[src/rtl/skqt_pkg.sv]
// Package for the sorted key/quantity table: sizes, operation and status codes,
// sequencer states and the structs passed between the table's modules.
// No dependencies.
package skqt_pkg;

  localparam int TABLE_DEPTH = 64;
  localparam int IDX_W       = $clog2(TABLE_DEPTH);
  localparam int CNT_W       = $clog2(TABLE_DEPTH + 1);

  typedef enum logic [1:0] {
    OP_INSERT = 2'd0,
    OP_SEARCH = 2'd1,
    OP_UPDATE = 2'd2,
    OP_LIST   = 2'd3
  } op_t;

  typedef enum logic [2:0] {
    ST_OK        = 3'd0,
    ST_NOT_FOUND = 3'd1,
    ST_EXISTS    = 3'd2,
    ST_FULL      = 3'd3,
    ST_EMPTY     = 3'd4
  } status_t;

  typedef enum logic [2:0] {
    S_IDLE,
    S_SCAN0,
    S_SCAN,
    S_SHIFT,
    S_INS_WR,
    S_UPD,
    S_LIST0,
    S_LIST
  } state_t;

  typedef struct packed {
    op_t                operation;
    logic signed [31:0] part_key;
    logic signed [31:0] amount;
  } in_item_t;

  typedef struct packed {
    status_t            status;
    logic signed [31:0] entry_key;
    logic signed [31:0] entry_quantity;
    logic               last;
  } out_item_t;

  // request to the entry store: one registered read and one write per cycle
  typedef struct packed {
    logic                    re;
    logic [IDX_W-1:0]        raddr;
    logic                    we;
    logic [IDX_W-1:0]        waddr;
    logic signed [31:0]      wkey;
    logic signed [31:0]      wqty;
  } store_req_t;

  typedef struct packed {
    logic signed [31:0] a;
    logic signed [31:0] b;
    logic               sub;
  } alu_req_t;

  typedef struct packed {
    logic               lt;
    logic               eq;
    logic signed [31:0] sat;
  } alu_res_t;

endpackage

[src/rtl/skqt_alu.sv]
// Shared arithmetic unit: one 33-bit adder serves the key compare (subtract)
// and the saturating quantity update (add). Depends on skqt_pkg.
module skqt_alu (
  input  skqt_pkg::alu_req_t req,
  output skqt_pkg::alu_res_t res
);

  logic [32:0] a_ext;
  logic [32:0] b_ext;
  logic [32:0] sum;

  always_comb begin
    a_ext = {req.a[31], req.a};
    b_ext = req.sub ? ~{req.b[31], req.b} : {req.b[31], req.b};
    sum   = a_ext + b_ext + {32'd0, req.sub};
    res.lt = sum[32];
    res.eq = (req.a == req.b);
    // overflow when the two top bits disagree; clamp toward the sign
    if (sum[32] != sum[31]) begin
      res.sat = sum[32] ? 32'sh8000_0000 : 32'sh7fff_ffff;
    end else begin
      res.sat = sum[31:0];
    end
  end

endmodule

[config.mk]
export PLATFORM = sky130hd
export DESIGN_NAME = skqt_alu
export DESIGN_NICKNAME = d
export VERILOG_FILES = /design/src/rtl/skqt_pkg.sv /design/src/rtl/skqt_alu.sv
export SDC_FILE = /design/constraint.sdc
export NUM_CORES = 1
export LEC_CHECK = 0
export BUFFER_PORTS_ARGS = -buffer_cell sky130_fd_sc_hd__buf_2
export CORE_MARGIN = 5
export CORE_UTILIZATION = 25
export DETAILED_ROUTE_END_ITERATION = 16
export PLACE_DENSITY = 0.44
export SLEW_MARGIN = 5
export SYNTH_ARGS = -nofsm -noshare
export SYNTH_HDL_FRONTEND = slang
export SYNTH_SLANG_ARGS = --single-unit
[constraint.sdc]
create_clock -name vclk -period 9.25
set_input_delay 0.4625 -clock vclk [all_inputs]
set_output_delay 0.4625 -clock vclk [all_outputs]
set_load 0.01 [all_outputs]
After elaboration in Yosys (flattened, before gate mapping)

Index checks and enable logic that the tools add are counted.

$add $sub $neg: 2
Multiplexer cells: 3
Eq/ne operators: 2
Bitwise gates (word level): 1

Operators with widths:

| kind             | count |
|---|---|
| $mux W32         | 2 |
| $add A33 B1 Y33  | 1 |
| $add A33 B33 Y33 | 1 |
| $mux W33         | 1 |
| $not A33 Y33     | 1 |
| $eq A32 B32 Y1   | 1 |
| $ne A1 B1 Y1     | 1 |

Register bits: 0

Depth between registers and ports, before layout

Depth in word-level cells: 6
Mapped depth: 15
Mapped depth without buffers: 11

Least setup slack after synthesis

OpenSTA, ideal clock, no wires.

Path type: input-to-output
Start point: in req[0] (netlist bit)
End point: out res[27] (netlist bit)
Data arrival time: 3.521 ns
Setup slack: 5.267 ns
Stages on the path: 13
Buffers on the path: 3
Cell sequence: buf_2 -> buf_1 -> xor2_1 -> ha_1 -> a21oi_1 -> o21ai_0 -> a311o_1 -> a21oi_1 -> mux2_2 -> a211oi_4 -> nor3_2 -> buf_6 -> o31ai_1

RTL lines:

| element         | line          | source |
|---|---|---|
| start, declared | skqt_alu.sv:4 | `input skqt_pkg::alu_req_t req,` |
| end, declared   | skqt_alu.sv:5 | `output skqt_pkg::alu_res_t res` |

==> summary.md <==
| Metric | Value |
|---|---|
| Synth area leaders | `xor2_1, ha_1, a21oi_1` |
| Pin count of the biggest net entering global routing | `33` |
| Diode count | `0` |
| WHS Endpoint | `res[32]` |
| Hold path start | `req[40]` |
| CORE AREA | `~11000 µm²` |
| Final Setup Violations | `0` |
| Fin nets | `556` |
| Setup_tns | `0 ns` |
| Synth unique cells | `57` |
| Design Area, Final | `3290 µm²` |
| Status | `finished clean` |
| Synth Cell Area | `about 2700 µm²` |
| Fmax | `0.209 GHz` |
| Ys Warns | `0` |
| IO Port Bufs | `99` |
| Max FO, Critical Path | `32` |
| Dpl cell area | `3290 µm²` |
| Synth area leader | `xor2_1` |
| DRT iter0 DRCs | `117` |
| Worst VDD drop | `just under 0.00004 V` |
| WL/cell | `16.5 µm` |
| Hold Fails Final Rpt | `0` |
| Worst setup EP type | `primary output` |
| Die area | `13000 µm²` |
| Slew Limit Fails | `0` |
| Slew at the pin with the worst max-slew slack | `a little over 0.9 ns` |
| GRT Total Usage | `14.8%` |
| Rows | `38` |
| HPWL Detailed | `8330 µm` |
| Register area share after synthesis | `0%` |
| Clock Buffer Count | `0` |
| Hold depth | `5` |
| RSZ-0062 raised after global routing | `false` |
| Yosys top cell area share | `22.1%` |
| Post-synth net total | `469` |
| Die X | `between 100 and 150 µm` |
| PD cells | `127 nW/µm²` |
| Max-cap violations | `0` |
| Initial core utilization | `25.2%` |
| Arr. time, crit path | `approximately 4.3 ns` |
| Final period utilization | `51.8%` |
| Area grow syn2layout | `22.0%` |
| Crit path required time | `8.79 ns` |
| Pre-antenna DRT Iters | `4` |
| Vias in the first global route | `3077` |
| Final ANT Viol Nets | `0` |
| Setup bufs post-CTS | `0` |
| Die height | `between 100 and 150 µm` |
| Total grt overflow | `0` |
| Post-Route WL | `9840 µm` |
| Final GP Congestion | `0.906` |
| Cell count after synthesis | `372` |
| Min Tclk post-route | `about 4.8 ns` |
| Sequential Area | `0 µm²` |
| First-pass GRT wire length | `15800 µm` |
| Worst setup SP type | `primary input` |
| # hold bufs at CTS | `0` |
| Syn Area/Cell | `7.25 µm²` |
| Critical path type | `primary input to primary output` |
| Vias per std cell | `5.05` |
| DRC | `0` |
| PostCTS Resize Cnt | `0` |
| Min-Delay Path Class | `primary input to primary output` |
| IO Pins | `between 90 and 100` |
| Vias | `3014` |
| Slew headroom | `around 38%` |
| Share of cells above drive strength 1 | `roughly a quarter` |
| Leak | `approximately 1.6 nW` |
| Initial antenna violation count | `0` |
| FFs & Latches | `0` |
-- where the power goes --
| part | switching, mW | internal [mW] |
|---|---|---|
| Clock | 0 | 0 |
| Sequential | 0 | 0 |
| Combinational | 0.247 | 0.173 |
| Total | 0.247 | 0.173 |
-- how the worst max path moves through the flow --
stage | from | endpoint | slack [ns]
3_3_place_gp | req[0] | res[30] | 4.42
3_5_place_dp | req[0] | res[24] | 4.39
6_report | req[0] | res[30] | 4.46
4_1_cts | req[0] | res[24] | 4.37
2_1_floorplan | req[0] | res[27] | 5.27
5_1_grt | req[0] | res[24] | 4.07
-- layout by cell type, fill, tap and decap left out, drive strengths merged, types with 3 or more instances in the layout --
cell type / n
xor2: 68
nor3: 4
nand2: 26
and3: 7
a211oi: 7
nor2b: 5
a311oi: 3
nor4: 6
xnor2: 21
nor2: 17
and2: 4
nand2b: 3
ha: 31
nand3: 3
a21oi: 53
o211ai: 3
a31o: 4
buf: 101
a21o: 16
nand4: 6
o21ai: 21
inv: 9
a31oi: 7
-- critical path: stages --
cell	delay (ns)
buf_2	0.70
xor2_1	0.17
ha_1	0.42
and3_1	0.28
nand2_1	0.08
a21o_1	0.21
a31o_1	0.27
a211oi_1	0.38
a211oi_4	0.10
nor3_4	0.51
buf_4	0.34
o21ai_0	0.16
buf_2	0.22
-- layout make-up --
type	count	area, µm²
fillers	1220	7410
inverters	9	33.8
multi-input cells	347	2570
well taps	140	175
repair buffers	101	510
-- synthesized netlist by cell type (3+ instances only) --
master	count
buf_6	4
xnor2_1	21
buf_1	4
nand3_1	3
and2_1	4
nor3_1	3
xor2_1	68
nor2b_1	5
ha_1	31
o211ai_1	3
a21oi_2	4
nor4_1	6
a211oi_1	6
a31oi_1	7
and3_1	7
o21ai_0	18
a21o_1	16
nand2_1	26
nand4_1	6
a31o_2	3
nand2b_1	3
a21oi_1	49
inv_1	9
buf_2	6
nor2_1	17
-- metrics by stage --
stage	total power [mW]	setup slack (ns)	hold WS [ns]	utilization [%]	cells
after floorplan	0.283	5.27	1.09	-	372
after global placement	0.423	4.42	1.36	30.8	597
after detailed placement	0.422	4.39	1.37	30.8	597
after CTS	0.424	4.37	1.37	30.8	597
after global routing	0.468	4.07	1.42	30.8	597
final	0.419	4.46	1.38	30.8	597
-- metal layers --
metal | vias to the layer above | GRT usage (%) | part of all wire, %
met4 | 0 | 1.27 | 1.0
li1 | 1539 | - | -
met2 | 78 | 24.6 | 45
met5 | - | 0 | 0
met1 | 1393 | 21.7 | 50
met3 | 4 | 1.06 | 4.4
-- cell families (layout without fill, tap and decap cells) --
kind of cell	Yosys count	count (layout)	share of synthesized area (%)
and+or+nand+nor	86	86	16.0
adders and majority gates	34	34	15.9
AOI/OAI and AO/OA	135	135	33.1
buffers and inverters	25	110	4.87
muxes	3	3	1.30
xor gates and xnor gates	89	89	28.9
(Power assumes the default switching activity.)
