<file path="src/rtl/skqt_pkg.sv">
// Package for the sorted key/quantity table: sizes, operation and status codes,
// sequencer states and the structs passed between the table's modules.
// No dependencies.
package skqt_pkg;

  localparam int TABLE_DEPTH = 64;
  localparam int IDX_W       = $clog2(TABLE_DEPTH);
  localparam int CNT_W       = $clog2(TABLE_DEPTH + 1);

  typedef enum logic [1:0] {
    OP_INSERT = 2'd0,
    OP_SEARCH = 2'd1,
    OP_UPDATE = 2'd2,
    OP_LIST   = 2'd3
  } op_t;

  typedef enum logic [2:0] {
    ST_OK        = 3'd0,
    ST_NOT_FOUND = 3'd1,
    ST_EXISTS    = 3'd2,
    ST_FULL      = 3'd3,
    ST_EMPTY     = 3'd4
  } status_t;

  typedef enum logic [2:0] {
    S_IDLE,
    S_SCAN0,
    S_SCAN,
    S_SHIFT,
    S_INS_WR,
    S_UPD,
    S_LIST0,
    S_LIST
  } state_t;

  typedef struct packed {
    op_t                operation;
    logic signed [31:0] part_key;
    logic signed [31:0] amount;
  } in_item_t;

  typedef struct packed {
    status_t            status;
    logic signed [31:0] entry_key;
    logic signed [31:0] entry_quantity;
    logic               last;
  } out_item_t;

  // request to the entry store: one registered read and one write per cycle
  typedef struct packed {
    logic                    re;
    logic [IDX_W-1:0]        raddr;
    logic                    we;
    logic [IDX_W-1:0]        waddr;
    logic signed [31:0]      wkey;
    logic signed [31:0]      wqty;
  } store_req_t;

  typedef struct packed {
    logic signed [31:0] a;
    logic signed [31:0] b;
    logic               sub;
  } alu_req_t;

  typedef struct packed {
    logic               lt;
    logic               eq;
    logic signed [31:0] sat;
  } alu_res_t;

endpackage

</file>
<file path="src/rtl/skqt_store.sv">
// Entry store of the sorted table: key and quantity memories with one write
// port and one registered read port. Depends on skqt_pkg.
module skqt_store (
  input  logic                  clk,
  input  skqt_pkg::store_req_t  req,
  output logic signed [31:0]    rkey,
  output logic signed [31:0]    rqty
);

  logic signed [31:0] key_mem [skqt_pkg::TABLE_DEPTH];
  logic signed [31:0] qty_mem [skqt_pkg::TABLE_DEPTH];
  logic signed [31:0] rkey_r;
  logic signed [31:0] rqty_r;

  always_ff @(posedge clk) begin
    if (req.we) begin
      key_mem[req.waddr] <= req.wkey;
      qty_mem[req.waddr] <= req.wqty;
    end
  end

  // read data holds until the next read, so a result can be used later
  always_ff @(posedge clk) begin
    if (req.re) begin
      rkey_r <= key_mem[req.raddr];
      rqty_r <= qty_mem[req.raddr];
    end
  end

  assign rkey = rkey_r;
  assign rqty = rqty_r;

endmodule

</file>
<file path="config.mk">
export PLATFORM = sky130hd
export DESIGN_NAME = skqt_store
export DESIGN_NICKNAME = d
export VERILOG_FILES = /design/src/rtl/skqt_pkg.sv /design/src/rtl/skqt_store.sv
export SDC_FILE = /design/constraint.sdc
export NUM_CORES = 2
export LEC_CHECK = 0
export ABC_CLOCK_PERIOD_IN_PS = 6060
export BUFFER_PORTS_ARGS = -buffer_cell sky130_fd_sc_hd__buf_2
export CAP_MARGIN = 20
export CORE_ASPECT_RATIO = 0.8
export CORE_UTILIZATION = 60
export DETAILED_ROUTE_END_ITERATION = 7
export PLACE_DENSITY = 0.76
export SLEW_MARGIN = 20
export SYNTH_ARGS = -nofsm -noshare
export SYNTH_HDL_FRONTEND = slang
export SYNTH_SLANG_ARGS = --single-unit
</file>
<file path="constraint.sdc">
create_clock -name clk -period 6.06 [get_ports clk]
set_input_delay 1.212 -clock clk [delete_from_list [all_inputs] [get_ports clk]]
set_output_delay 1.212 -clock clk [all_outputs]
set_load 0.03 [all_outputs]
</file>
* Word level (Yosys, flattened, before mapping)
Memories as Yosys holds them, arrays and structs flattened. A register that Yosys moved wholly into a read port is not among the register bits.
Cells that the tools add are included.
** Storage, ports and cells
- Register bits :: 0
- Memory bits (writable) :: 4096
- Input port bits :: 79
- Output and inout bits :: 64
- Logic and storage cells :: 4
- Memories kept :: 2
** Memories
- key_mem :: depth 64, width 32, read ports 1, clocked after memory_dff 1, wr ports 1, line skqt_store.sv:10 : logic signed [31:0] key_mem [skqt_pkg::TABLE_DEPTH];
- qty_mem :: depth 64, width 32, read ports 1, clocked after memory_dff 1, wr ports 1, line skqt_store.sv:11 : logic signed [31:0] qty_mem [skqt_pkg::TABLE_DEPTH];
** Operators by class
- Multiplexer cells :: 2
** Operators with widths (number)
- two-way mux 1 bit :: 2

* Logic depth before layout (Yosys ltp)
- Depth after elaboration :: 2
- Mapped depth :: 9
- Gate-level depth less buffers :: 4

* Least setup slack after synthesis
No wires, ideal clock.
- Path type :: input -> register
- Start point :: in req[68] in the netlist's numbering
- End point :: mem key_mem[16][0], enable pin
- Setup time :: 0.486 ns
- Arrival time :: 4.722 ns
- Data required time :: 5.574 ns
- Slack :: 0.852 ns
- Stages on the path :: 4
- Path buffers :: 2
- Path through :: clkbuf_1 -> or3b_2 -> clkbuf_1 -> nor2_1
** RTL lines
- start: declaration :: line skqt_store.sv:5 : input skqt_pkg::store_req_t req,
- end: declaration :: line skqt_store.sv:10
Straight into the memory's write port.

==> summary.txt <==
Status: complete, but fails checks
Violated checks: design-rule violations
Synthesized net count: 6584
Flop pwr share: 53.9%
Pint: 46.90 mW
Cell Chain, Critical Path: buf_8, buf_12, and2_4, buf_4, a22oi_1, nand3_1, o211a_1
Hold buffers post-CTS: 0
Adder-cell area share of the yosys netlist: 0%
Synthesized area per cell: 24.06 sq um
Slowest stage cell, crit path: buf_4
Yosys cell types: 29
Global Route Usage Sum: 35.06%
Yosys reg bits: 4160
Die height: 458.8 um
Site row count: 167
Grt ovf: 0
TritonCTS Buffers: 378
Crit path time final: 3617 ps
CTS tree: yes
Layout cells sized above 1: 28.65%
Max-cap violation count: 0
Nets: 7003
Largest family of logic cells by synthesized area: multiplexers
Ports: 143
Comb power frac: 4.8%
Critical path class: in2reg
Clock network power share: 41.3%
Port Buffer Count: 142
Post-synthesis instance area: 156500 sq um
Root buf cell: clkbuf_16
Die area: 262900 sq um
RD Place Congestion: 0.8162
Final setup viols: 0
Die span in x: 573.0 um
Sw Share: 21.05%
Post-cts resize count: 0
Worst-Margin Slew: 1222 ps
CP Launch Type: primary input
First-pass GRT wire length: 629.2 mm
Highest routed layer: met5
Post-Route WL: 459.5 mm
CTS sink count: 4160
Largest net degree at the start of global routing: 108
Post-Synth Simple-Gate Area: 0.8276%
YS warnings: 0
Power per cell area: 338.0 nW/um^2
Crit path max fanout: 56
1st-iter DRT viols: 14.60k
Initial antenna violation count: 30
Sequential fraction of the synthesis area: 79.83%
Net Switching: 12.51 mW
Synth Instances: 6505
M1 wire length: 151.9 mm
DRT Pass-1 Iters: 8
Worst EP arrival: 4410 ps
Met3 routed WL: 73.75 mm
DRC Markers: 22
Setup TNS: 0 ps
Complex-gate fraction of the synthesized area: 2.791%
Initial Util: 60.39%
Leakage: 54.61 nW
Clk buf depth: 4
Util after Layout: 67.85%
Hold Crit Class: in2reg
RSZ-0062 raised after global routing: false
WL met2: 207.2 mm
Fmax: 276.5 MHz
Area growth syn-to-layout: 12.34%
Largest stage delay on the critical path: 720 ps
Worst path required time: 6850 ps
Via density: 7.514
DR WL/cell: 42.97 um
Setup Skew: 40.67 ps
Clock Latency Late Sink: 940 ps
Post-Synth XOR/XNOR Area: 0%
Critical path endpoint category: flip-flop
Core region area: 259100 sq um
Final Hold Viols: 0
Vias in the first global route: 80.11k
Detailed placer's ending HPWL: 232.1 mm
Setup Fix Bufs, Post-CTS: 0
Slew headroom: 18.34%
Pins Over Slew Limit: 0
Most frequent cells in the layout: edfxtp_1 (4160), mux4_2 (1024), clkbuf_16 (384)
Clock-pin slew on the worst setup and hold paths: 60 ps
Mux contribution to synthesized area: 15.31%
Commonest non-fill, non-tap cell in the layout: edfxtp_1
H-tree levels: 5
Worst IR Drop VDD: 0.3456 mV
DR vias: 80.34k
Final period utilization: 59.68%
Final ANT Viol Nets: 0
[cells in the mapped netlist (all sizes together)]
cell type / number / area share, %
edfxtp: 4160 / 80
mux4: 1024 / 15
a22oi: 256 / 1.2
buf: 236 / 0.90
clkbuf: 141 / 0.34
nand3: 133 / 0.43
nor2: 110 / 0.26
o22ai: 102 / 0.41
mux2i: 90 / 0.58
o211a: 64 / 0.41
o221ai: 64 / 0.36
a211oi: 63 / 0.30
a21oi: 25 / 0.080
nand2: 7 / 0.017
nor2b: 7 / 0.028
nand2b: 4 / 0.016
nand3b: 4 / 0.019
or3b: 4 / 0.022
and2: 3 / 0.012
or3: 3 / 0.012
or2: 2 / 0.0080
a221oi: 1 / 0.0056
inv: 1 / 0.0024
nand4: 1 / 0.0040
[stage by stage]
stage	power (mW)	instance area, sq um	std cells	worst slack, ps	hold WS [ps]
5_1_grt	60.55	175800	10685	2529	703.3
3_5_place_dp	35.40	163200	10002	1682	894.5
6_report	59.41	175800	10693	2443	706.1
3_3_place_gp	35.31	163100	9998	1627	881.7
2_1_floorplan	34.14	156500	6505	852.0	859.3
4_1_cts	59.41	175600	10675	2640	908.7
[worst max-delay path, delay by kind of cell]
family | cells | cell delay [ps]
AOI/OAI and AO/OA | 2 | 590
buffers and inverters | 3 | 1590
and+or+nand+nor | 2 | 860
[cells by family (layout without fill, tap and decap cells)]
logic type      after synthesis  after routing
flops                      4160           4160
mux                        1114           1114
compound gates              575            575
buf+inv                     378           1090
simple gates                278            278
other cells                   0             12
[layer usage]
layer / vias up / track usage (%)
met2: 8073 / 52.41
met5: - / 0
met3: 1471 / 10.23
met4: 26 / 16.73
li1: 29154 / -
met1: 41620 / 48.33
[final cells by class]
class                   count  area (sq um)
well taps                3464          4334
fillers                 15007         83310
inverters                   1         3.754
clock buffers             444          9834
diodes                     12         30.03
flip-flops and latches   4160        124900
repair buffers            416          3861
multi-input cells        1967         30190
clock inverters           229          2611
[power by group through the flow]
stage	clock network, mW	registers [mW]	logic, mW
after floorplan	0	32.7	1.47
after global placement	0	32.6	2.68
after detailed placement	0	32.7	2.75
after CTS	24.6	32.0	2.79
after global routing	25.6	32.0	2.93
final	24.5	32.0	2.84
[flip-flops by register name (all words and copies together) (netlist names)]
name	flops
key_mem	2048
qty_mem	2048
rkey	32
rqty	32
[path summary, 6_finish.rpt]
path / depth (start not counted) / from / to / slack, ps
worst max-delay path: 7 / req[73] / rqty[15] / 2440
worst min-delay path: 1 / req[34] / key_mem[6][2] / 710
worst max register to register: 4 / qty_mem[54][16] / rqty[16] / 3970
worst min register to register: 4 / key_mem[14][14] / rkey[14] / 910
(Power assumes the default switching activity.)
